`src/rtl/assert_macros.svh`:
```
// Assertion macros for the RTL top level
`ifndef ASSERT_MACROS_SVH
`define ASSERT_MACROS_SVH
`ifndef SYNTHESIS
// same-cycle implication, checked at every rising edge out of reset
`define PSCS_ASSERT_IMP(name, clk, rst_n, ante, cons) \
  name: assert property (@(posedge clk) disable iff (!rst_n) (ante) |-> (cons)) \
    else $error("pscs assertion failed");
// next-cycle implication
`define PSCS_ASSERT_NXT(name, clk, rst_n, ante, cons) \
  name: assert property (@(posedge clk) disable iff (!rst_n) (ante) |=> (cons)) \
    else $error("pscs assertion failed");
`else
`define PSCS_ASSERT_IMP(name, clk, rst_n, ante, cons)
`define PSCS_ASSERT_NXT(name, clk, rst_n, ante, cons)
`endif
`endif

```
`src/rtl/pscs_pkg.sv`:
```
// Package: types, constants and the logistic table of the sodium conductance step
package pscs_pkg;

  // logistic table geometry (power of two, 64 to 4096)
  localparam int TABLE_DEPTH = 1024;
  localparam int IDX_W       = $clog2(TABLE_DEPTH);
  localparam int TABLE_HALF  = TABLE_DEPTH / 2;
  localparam int IDX_SHIFT   = 28 - IDX_W;

  // datapath widths
  localparam int CFG_IDX_W = 3;
  localparam int CFG_DAT_W = 20;
  localparam int DIFF_W    = 19;
  localparam int PROD_W    = 40;
  localparam int IDXF_W    = PROD_W + 1;
  localparam int RP_W      = 34;
  localparam int NP_W      = 19;
  localparam int CUR_W     = 52;

  // 10 mV junction offset in 1/256 mV
  localparam logic signed [DIFF_W-1:0] JUNCTION_OFFSET = 19'sd2560;

  // index clamp bounds
  localparam logic signed [IDXF_W-1:0] IDX_LO   = '0;
  localparam logic signed [IDXF_W-1:0] IDX_HI   = IDXF_W'(TABLE_DEPTH - 1);
  localparam logic signed [IDXF_W-1:0] IDX_MID  = IDXF_W'(TABLE_HALF);
  localparam logic [IDX_W-1:0]         IDX_TOP  = IDX_W'(TABLE_DEPTH - 1);

  // divide-by-65535 correction threshold
  localparam logic [33:0] FRAC_DIV = 34'd65535;
  localparam logic [31:0] FRAC_RND = 32'd32767;

  // current rounding and saturation
  localparam logic signed [CUR_W-1:0] CUR_RND = CUR_W'(64'd1 << 27);
  localparam logic signed [CUR_W-1:0] CUR_POS = CUR_W'(1048575);
  localparam logic signed [CUR_W-1:0] CUR_NEG = -CUR_W'(1048576);

  // configuration register indexes
  typedef enum logic [CFG_IDX_W-1:0] {
    REG_REVERSAL  = 3'd0,
    REG_MAX_COND  = 3'd1,
    REG_MAX_FRAC  = 3'd2,
    REG_HALF_ACT  = 3'd3,
    REG_INV_SLOPE = 3'd4,
    REG_RELAX     = 3'd5
  } cfg_reg_e;

  // sequencer states
  typedef enum logic [3:0] {
    ST_IDLE,
    ST_MUL_SLOPE,
    ST_INDEX,
    ST_ROM,
    ST_MUL_MAX,
    ST_DIV,
    ST_FIX,
    ST_MUL_RELAX,
    ST_UPDATE,
    ST_MUL_COND,
    ST_MUL_DRIVE,
    ST_OUT
  } pscs_state_e;

  // controller to datapath step strobes
  typedef struct packed {
    logic load_in;
    logic mul_slope;
    logic index;
    logic rom_rd;
    logic mul_max;
    logic div;
    logic fix;
    logic mul_relax;
    logic update;
    logic mul_cond;
    logic mul_drive;
    logic load_out;
  } pscs_cmd_t;

  // datapath to controller status
  typedef struct packed {
    logic out_free;
  } pscs_sts_t;

  typedef logic [TABLE_DEPTH-1:0][15:0] rom_t;

  // ---- elaboration-time table build (Q62 fixed point) ----
  localparam logic [63:0] ONE_Q62  = 64'd1 << 62;
  localparam logic [63:0] ROM_STEP = (ONE_Q62 / 64'(TABLE_DEPTH)) * 64'd16;

  function automatic logic [63:0] mul_q62(logic [63:0] a, logic [63:0] b);
    logic [127:0] p;
    p = {64'd0, a} * {64'd0, b};
    return p[125:62];
  endfunction

  // shift-subtract long division
  function automatic logic [63:0] udiv64(logic [63:0] n, logic [63:0] d);
    logic [64:0] r;
    logic [63:0] q;
    r = '0;
    q = '0;
    for (int i = 63; i >= 0; i--) begin
      r = {r[63:0], n[i]};
      if (r >= {1'b0, d}) begin
        r    = r - {1'b0, d};
        q[i] = 1'b1;
      end
    end
    return q;
  endfunction

  function automatic rom_t sig_rom_build();
    logic [63:0] term;
    logic [63:0] sum;
    logic [63:0] e;
    logic [63:0] d;
    logic [63:0] num;
    logic [63:0] m;
    logic [63:0] pw [14];
    rom_t        rom;
    term = ONE_Q62;
    sum  = ONE_Q62;
    // exp(-step) by its series
    for (int k = 1; k <= 30; k++) begin
      term = udiv64(mul_q62(term, ROM_STEP), 64'(k));
      if (k % 2 == 1) sum = sum - term;
      else            sum = sum + term;
    end
    pw[0] = sum;
    for (int k = 1; k < 14; k++) begin
      pw[k] = mul_q62(pw[k-1], pw[k-1]);
    end
    for (int i = 0; i < TABLE_DEPTH; i++) begin
      if (i >= TABLE_HALF) m = 64'(i - TABLE_HALF);
      else                 m = 64'(TABLE_HALF - i);
      e = ONE_Q62;
      for (int k = 0; k < 14; k++) begin
        if (m[k]) e = mul_q62(e, pw[k]);
      end
      d = (ONE_Q62 + e) >> 20;
      if (i >= TABLE_HALF) num = 64'd65535 << 42;
      else                 num = 64'd65535 * (e >> 20);
      rom[i] = 16'(udiv64(num + (d >> 1), d));
    end
    return rom;
  endfunction

  localparam rom_t SIG_ROM = sig_rom_build();

endpackage

```
`src/rtl/pscs_ctrl.sv`:
```
// Sequencer: steps one sample through the shared datapath
module pscs_ctrl import pscs_pkg::*; (
  input  logic      clk_i,
  input  logic      rst_ni,
  input  logic      in_valid_i,
  output logic      in_ready_o,
  input  pscs_sts_t sts_i,
  output pscs_cmd_t cmd_o
);

  pscs_state_e state_q, state_d;

  // state register
  always_ff @(posedge clk_i or negedge rst_ni) begin
    if (!rst_ni) begin
      state_q <= ST_IDLE;
    end else begin
      state_q <= state_d;
    end
  end

  // next state and step strobes
  always_comb begin
    state_d    = state_q;
    cmd_o      = '0;
    in_ready_o = 1'b0;
    unique case (state_q)
      ST_IDLE: begin
        in_ready_o = 1'b1;
        if (in_valid_i) begin
          cmd_o.load_in = 1'b1;
          state_d       = ST_MUL_SLOPE;
        end
      end
      ST_MUL_SLOPE: begin
        cmd_o.mul_slope = 1'b1;
        state_d         = ST_INDEX;
      end
      ST_INDEX: begin
        cmd_o.index = 1'b1;
        state_d     = ST_ROM;
      end
      ST_ROM: begin
        cmd_o.rom_rd = 1'b1;
        state_d      = ST_MUL_MAX;
      end
      ST_MUL_MAX: begin
        cmd_o.mul_max = 1'b1;
        state_d       = ST_DIV;
      end
      ST_DIV: begin
        cmd_o.div = 1'b1;
        state_d   = ST_FIX;
      end
      ST_FIX: begin
        cmd_o.fix = 1'b1;
        state_d   = ST_MUL_RELAX;
      end
      ST_MUL_RELAX: begin
        cmd_o.mul_relax = 1'b1;
        state_d         = ST_UPDATE;
      end
      ST_UPDATE: begin
        cmd_o.update = 1'b1;
        state_d      = ST_MUL_COND;
      end
      ST_MUL_COND: begin
        cmd_o.mul_cond = 1'b1;
        state_d        = ST_MUL_DRIVE;
      end
      ST_MUL_DRIVE: begin
        cmd_o.mul_drive = 1'b1;
        state_d         = ST_OUT;
      end
      ST_OUT: begin
        // wait until the output register is free
        if (sts_i.out_free) begin
          cmd_o.load_out = 1'b1;
          state_d        = ST_IDLE;
        end
      end
      default: begin
        state_d = ST_IDLE;
      end
    endcase
  end

endmodule

```
`config.mk`:
```
export PLATFORM = sky130hd
export DESIGN_NAME = pscs_ctrl
export DESIGN_NICKNAME = d
export VERILOG_FILES = /design/src/rtl/assert_macros.svh /design/src/rtl/pscs_pkg.sv /design/src/rtl/pscs_ctrl.sv
export SDC_FILE = /design/constraint.sdc
export NUM_CORES = 1
export LEC_CHECK = 0
export BUFFER_PORTS_ARGS = -buffer_cell sky130_fd_sc_hd__buf_2
export CORE_AREA = 2 2 39 41
export DETAILED_ROUTE_END_ITERATION = 8
export DIE_AREA = 0 0 41 43
export PLACE_DENSITY_LB_ADDON = 0.1
export SLEW_MARGIN = 30
export SYNTH_ARGS = -nofsm -noshare
export SYNTH_HDL_FRONTEND = slang
export SYNTH_SLANG_ARGS = --single-unit
```
`constraint.sdc`:
```
create_clock -name clk_i -period 3.5 [get_ports clk_i]
set_clock_uncertainty 0.05 [all_clocks]
set_input_delay 0.35 -clock clk_i [delete_from_list [all_inputs] [get_ports clk_i]]
set_output_delay 0.35 -clock clk_i [all_outputs]
set_load 0.005 [all_outputs]
```
Word-level counts from Yosys, hierarchy flattened
Cells that the tools add are included.
Word-level totals
  output and inout port bits: 13
  input bits: 4
  memory bits (read-only): 0
  word-level logic and storage cells: 34
  bits in writable memories: 0
  register bits: 4
  memories kept: 0
  bits in latches: 0
Operators by class
  magnitude comparators: 0
  divide/modulo/power cells: 0
  multiplexer cells: 18
  shift operators: 0
  equal/unequal tests: 13
  multiply operators: 0
  bitwise logic cells: 0
  reduce and logical (&&, ||, !) cells: 2
  $add $sub $neg: 0
Operator list (number)
  $pmux 4 s12: 1
  $eq 4x3->1 const B: 4
  $eq 4x4->1 const B: 4
  $mux 1: 15
  $eq 4x2->1 const B: 2
  $mux 4: 2
  $eq 4x1->1 const B: 1
  $logic_not 4->1: 1
  $ne 2x2->1 const B: 2
  $reduce_and 2->1: 1

Depth between registers and ports, before layout
  depth after elaboration: 3
  depth in mapped cells: 4
  gate-level depth less buffers: 3

Worst setup path after synthesis
No wires, ideal clock.
  kind: flip-flop to output port
  start: register state_q[3]
  end: output port cmd_o[11] (netlist name)
  buffers on the path: 0
  cell stages (with the launch flop): 4
  slack: 2.121 ns
  arrival time: 0.979 ns
  data required time: 3.100 ns
  path through: dfrtp_1 -> or2_4 -> nor3_4 -> and2_1
RTL lines
  from (decl): line pscs_ctrl.sv:11  | pscs_state_e state_q, state_d;
  from (signal assigned): line pscs_ctrl.sv:18  | state_q <= state_d;
  to (decl): line pscs_ctrl.sv:8  | output pscs_cmd_t cmd_o

==> reports/metrics.json <==
{
  "start_kind": "flop",
  "worst_path_largest_cell_delay_ns": 0.45,
  "final_routed_wire_length_divided_by_cell_count_um": 10.6,
  "status": "completed",
  "tns_ns": 0,
  "clk-insertion-delay-late_ns": 0.23,
  "wire_length_of_the_first_global_routing_pass_um": 1230,
  "drt_first_iter_violations": 3,
  "globalRoute.totalOverflow": 0,
  "antennaDiodeCount": 0,
  "postCtsSetupBuffers": 0,
  "die_height_um": 43,
  "final_net_count": 60,
  "top_regs": "state_q x4",
  "rr_worst_depth": 3,
  "port_buffers": 16,
  "floorplan.core_area_mm2": 0.00138,
  "largest_delay_contributor_family_on_the_critical_path": "simple AND/OR/NAND/NOR gates",
  "post-route-period-util": 0.495,
  "remaining_drc_errors": 0,
  "slew_violations": 0,
  "clock_tree.htree_level_count": 1,
  "sequential_cell_area_um2": 100,
  "gpl.final_weighted_congestion": 0.682,
  "r2r_end": "state_q[0]$_DFFE_PN0P_",
  "start_util": 0.207,
  "largest-register": "state_q",
  "max_cap_viol_count": 0,
  "largest_register_ff_count": 4,
  "detailed_place_hpwl_um": 563,
  "worstSetupPathType": "reg2out",
  "worstPathBufferInverterCount": 1,
  "pwr_density_cell_mw_per_mm2": 868,
  "place_ws_ns": 2.01,
  "syn_inst": 36,
  "vias_per_cell": 4.23,
  "core.rowCount": 14,
  "worstPathMaxFanout": 8,
  "yosysWarningCount": 0,
  "aggregate_routed_wire_length_um": 741,
  "max_slew_margin": 0.761,
  "hold_path.class": "in2async",
  "design.portCount": 17,
  "synth_nets": 40,
  "finalCoreUtilization": 0.291,
  "drtPass1Iterations": 2,
  "timing_worst_slew_pin_value_ns": 0.359,
  "grt_start_max_net_pins": 11,
  "syn_area_um2": 287,
  "grt_antenna_before_repair": 0,
  "period_minus_slack_ns": 1.73,
  "worstPathRequired_ns": 3.10,
  "crit_path_cell_chain": "or2_4, nor3_4, and2_1, buf_2",
  "power.total_uw": 350,
  "cts.path.max_buffers": 2,
  "cts_root_buf": "clkbuf_4",
  "area_growth_pct": 40.6,
  "worst-r2r-setup-slack_ns": 2.23,
  "setup_repair_after_global_routing_missed_its_margin": "no",
  "timing.critical_path.to_type": "output pin",
  "ys_seq_area_frac": 0.349,
  "reg2reg_from": "state_q[3]$_DFFE_PN0P_",
  "crit_path_top_delay_cell": "dfrtp_1",
  "setup_ws_ns": 1.77,
  "timing.final.setup_violations": 0,
  "achievable-frequency_ghz": 0.577,
  "fill_cells": 162,
  "path_clk_slew_ns": 0.04,
  "groute.usage.overall": 0.105,
  "clock-sinks": 4,
  "dr_total_vias": 296,
  "route.antenna.remaining_nets": 0,
  "worstPathArrival_ns": 1.33,
  "synth-seq-cells": 4,
  "dieWidth_um": 41,
  "static-leakage-power_nw": 0.213,
  "irDropWorstVdd_v": 0.000218,
  "timing.final.hold_violations": 0,
  "dieArea_mm2": 0.00176,
  "synth_cell_type_count": 18,
  "tritoncts": "yes",
  "drive_gt1_frac": 0.389,
  "syn_area_per_cell_um2": 7.96,
  "grt_pass1_vias": 282,
  "multi_input_comb_area_um2": 163,
  "tritoncts.num_buffers": 3
}
layout by cell type, fill, tap and decap left out:
master and n:
clkbuf_4 3, or2_4 1, a21boi_0 1, a221oi_1 1, xnor2_1 1, nor2_1 11
nand2_1 2, inv_1 2, nor3_4 1, nand3_1 1, a31o_1 1, and2_1 1
nor3_1 2, a211oi_1 1, dlygate4sd3_1 1, nand2b_1 3, dfrtp_1 4, o31ai_1 1
buf_2 16
synthesized netlist by cell type:
master / instances / area share
a211oi_1: 1 / 0.026
a21boi_0: 1 / 0.026
a221oi_1: 1 / 0.031
a31o_1: 1 / 0.031
and2_1: 1 / 0.022
buf_2: 1 / 0.017
buf_6: 1 / 0.039
dfrtp_1: 4 / 0.35
inv_1: 2 / 0.026
nand2_1: 2 / 0.026
nand2b_1: 3 / 0.066
nand3_1: 1 / 0.017
nor2_1: 11 / 0.14
nor3_1: 2 / 0.035
nor3_4: 1 / 0.057
o31ai_1: 1 / 0.026
or2_4: 1 / 0.031
xnor2_1: 1 / 0.031
per-layer routing:
layer	vias up	GRT usage	routed length [um]
met2	13	0.128	329
met5	-	0	0
met3	0	0.0157	50
met4	0	0.0800	0
met1	129	0.158	361
li1	154	-	-
worst max-delay path by stage:
stage / from / end / slack, ns / cells past startpoint
detailed placement: state_q[3]$_DFFE_PN0P_ / cmd_o[11] / 2.01 / 4
global placement: state_q[3]$_DFFE_PN0P_ / cmd_o[11] / 2.02 / 4
floorplan: state_q[3]$_DFFE_PN0P_ / cmd_o[11] / 2.12 / 3
global route: state_q[3]$_DFFE_PN0P_ / cmd_o[11] / 1.67 / 4
finish: state_q[3]$_DFFE_PN0P_ / cmd_o[11] / 1.77 / 4
CTS: state_q[3]$_DFFE_PN0P_ / cmd_o[11] / 1.75 / 4
final cells by class:
class,instances,share of cell area
Clock buffer,3,0.0559
Sequential cell,4,0.248
Multi-Input combinational cell,28,0.404
Inverter,2,0.0186
Tap cell,16,0.0497
Timing Repair Buffer,17,0.224
through the flow:
stage / instances / area, um2 / hold WS, ns
after global routing: 70 / 403 / 0.415
after CTS: 70 / 403 / 0.392
after detailed placement: 66 / 370 / 0.110
final: 70 / 403 / 0.400
after global placement: 66 / 370 / 0.112
after floorplan: 36 / 287 / 0.00441
where the power goes:
part,internal (mW),switching (mW),leakage (nW)
sequential,0.0680,0.0495,0.0492
clock,0.0383,0.0181,0.0138
combinational,0.0869,0.0891,0.150
cell families (layout without fill, tap and decap cells):
kind of cell | count (synthesis) | in the layout | share of synthesized area
DFF | 4 | 4 | 0.349
and+or+nand+nor | 22 | 22 | 0.397
AOI/OAI and AO/OA | 5 | 5 | 0.140
buffers and inverters | 4 | 22 | 0.0830
xor gates and xnor gates | 1 | 1 | 0.0306
what timing repair did:
item	4_1_cts	5_1_grt
hold buffers	1	0
endpoints found under the hold margin	4	0
resized for setup	0	0
No activity file was read; power rests on OpenSTA's default activity.
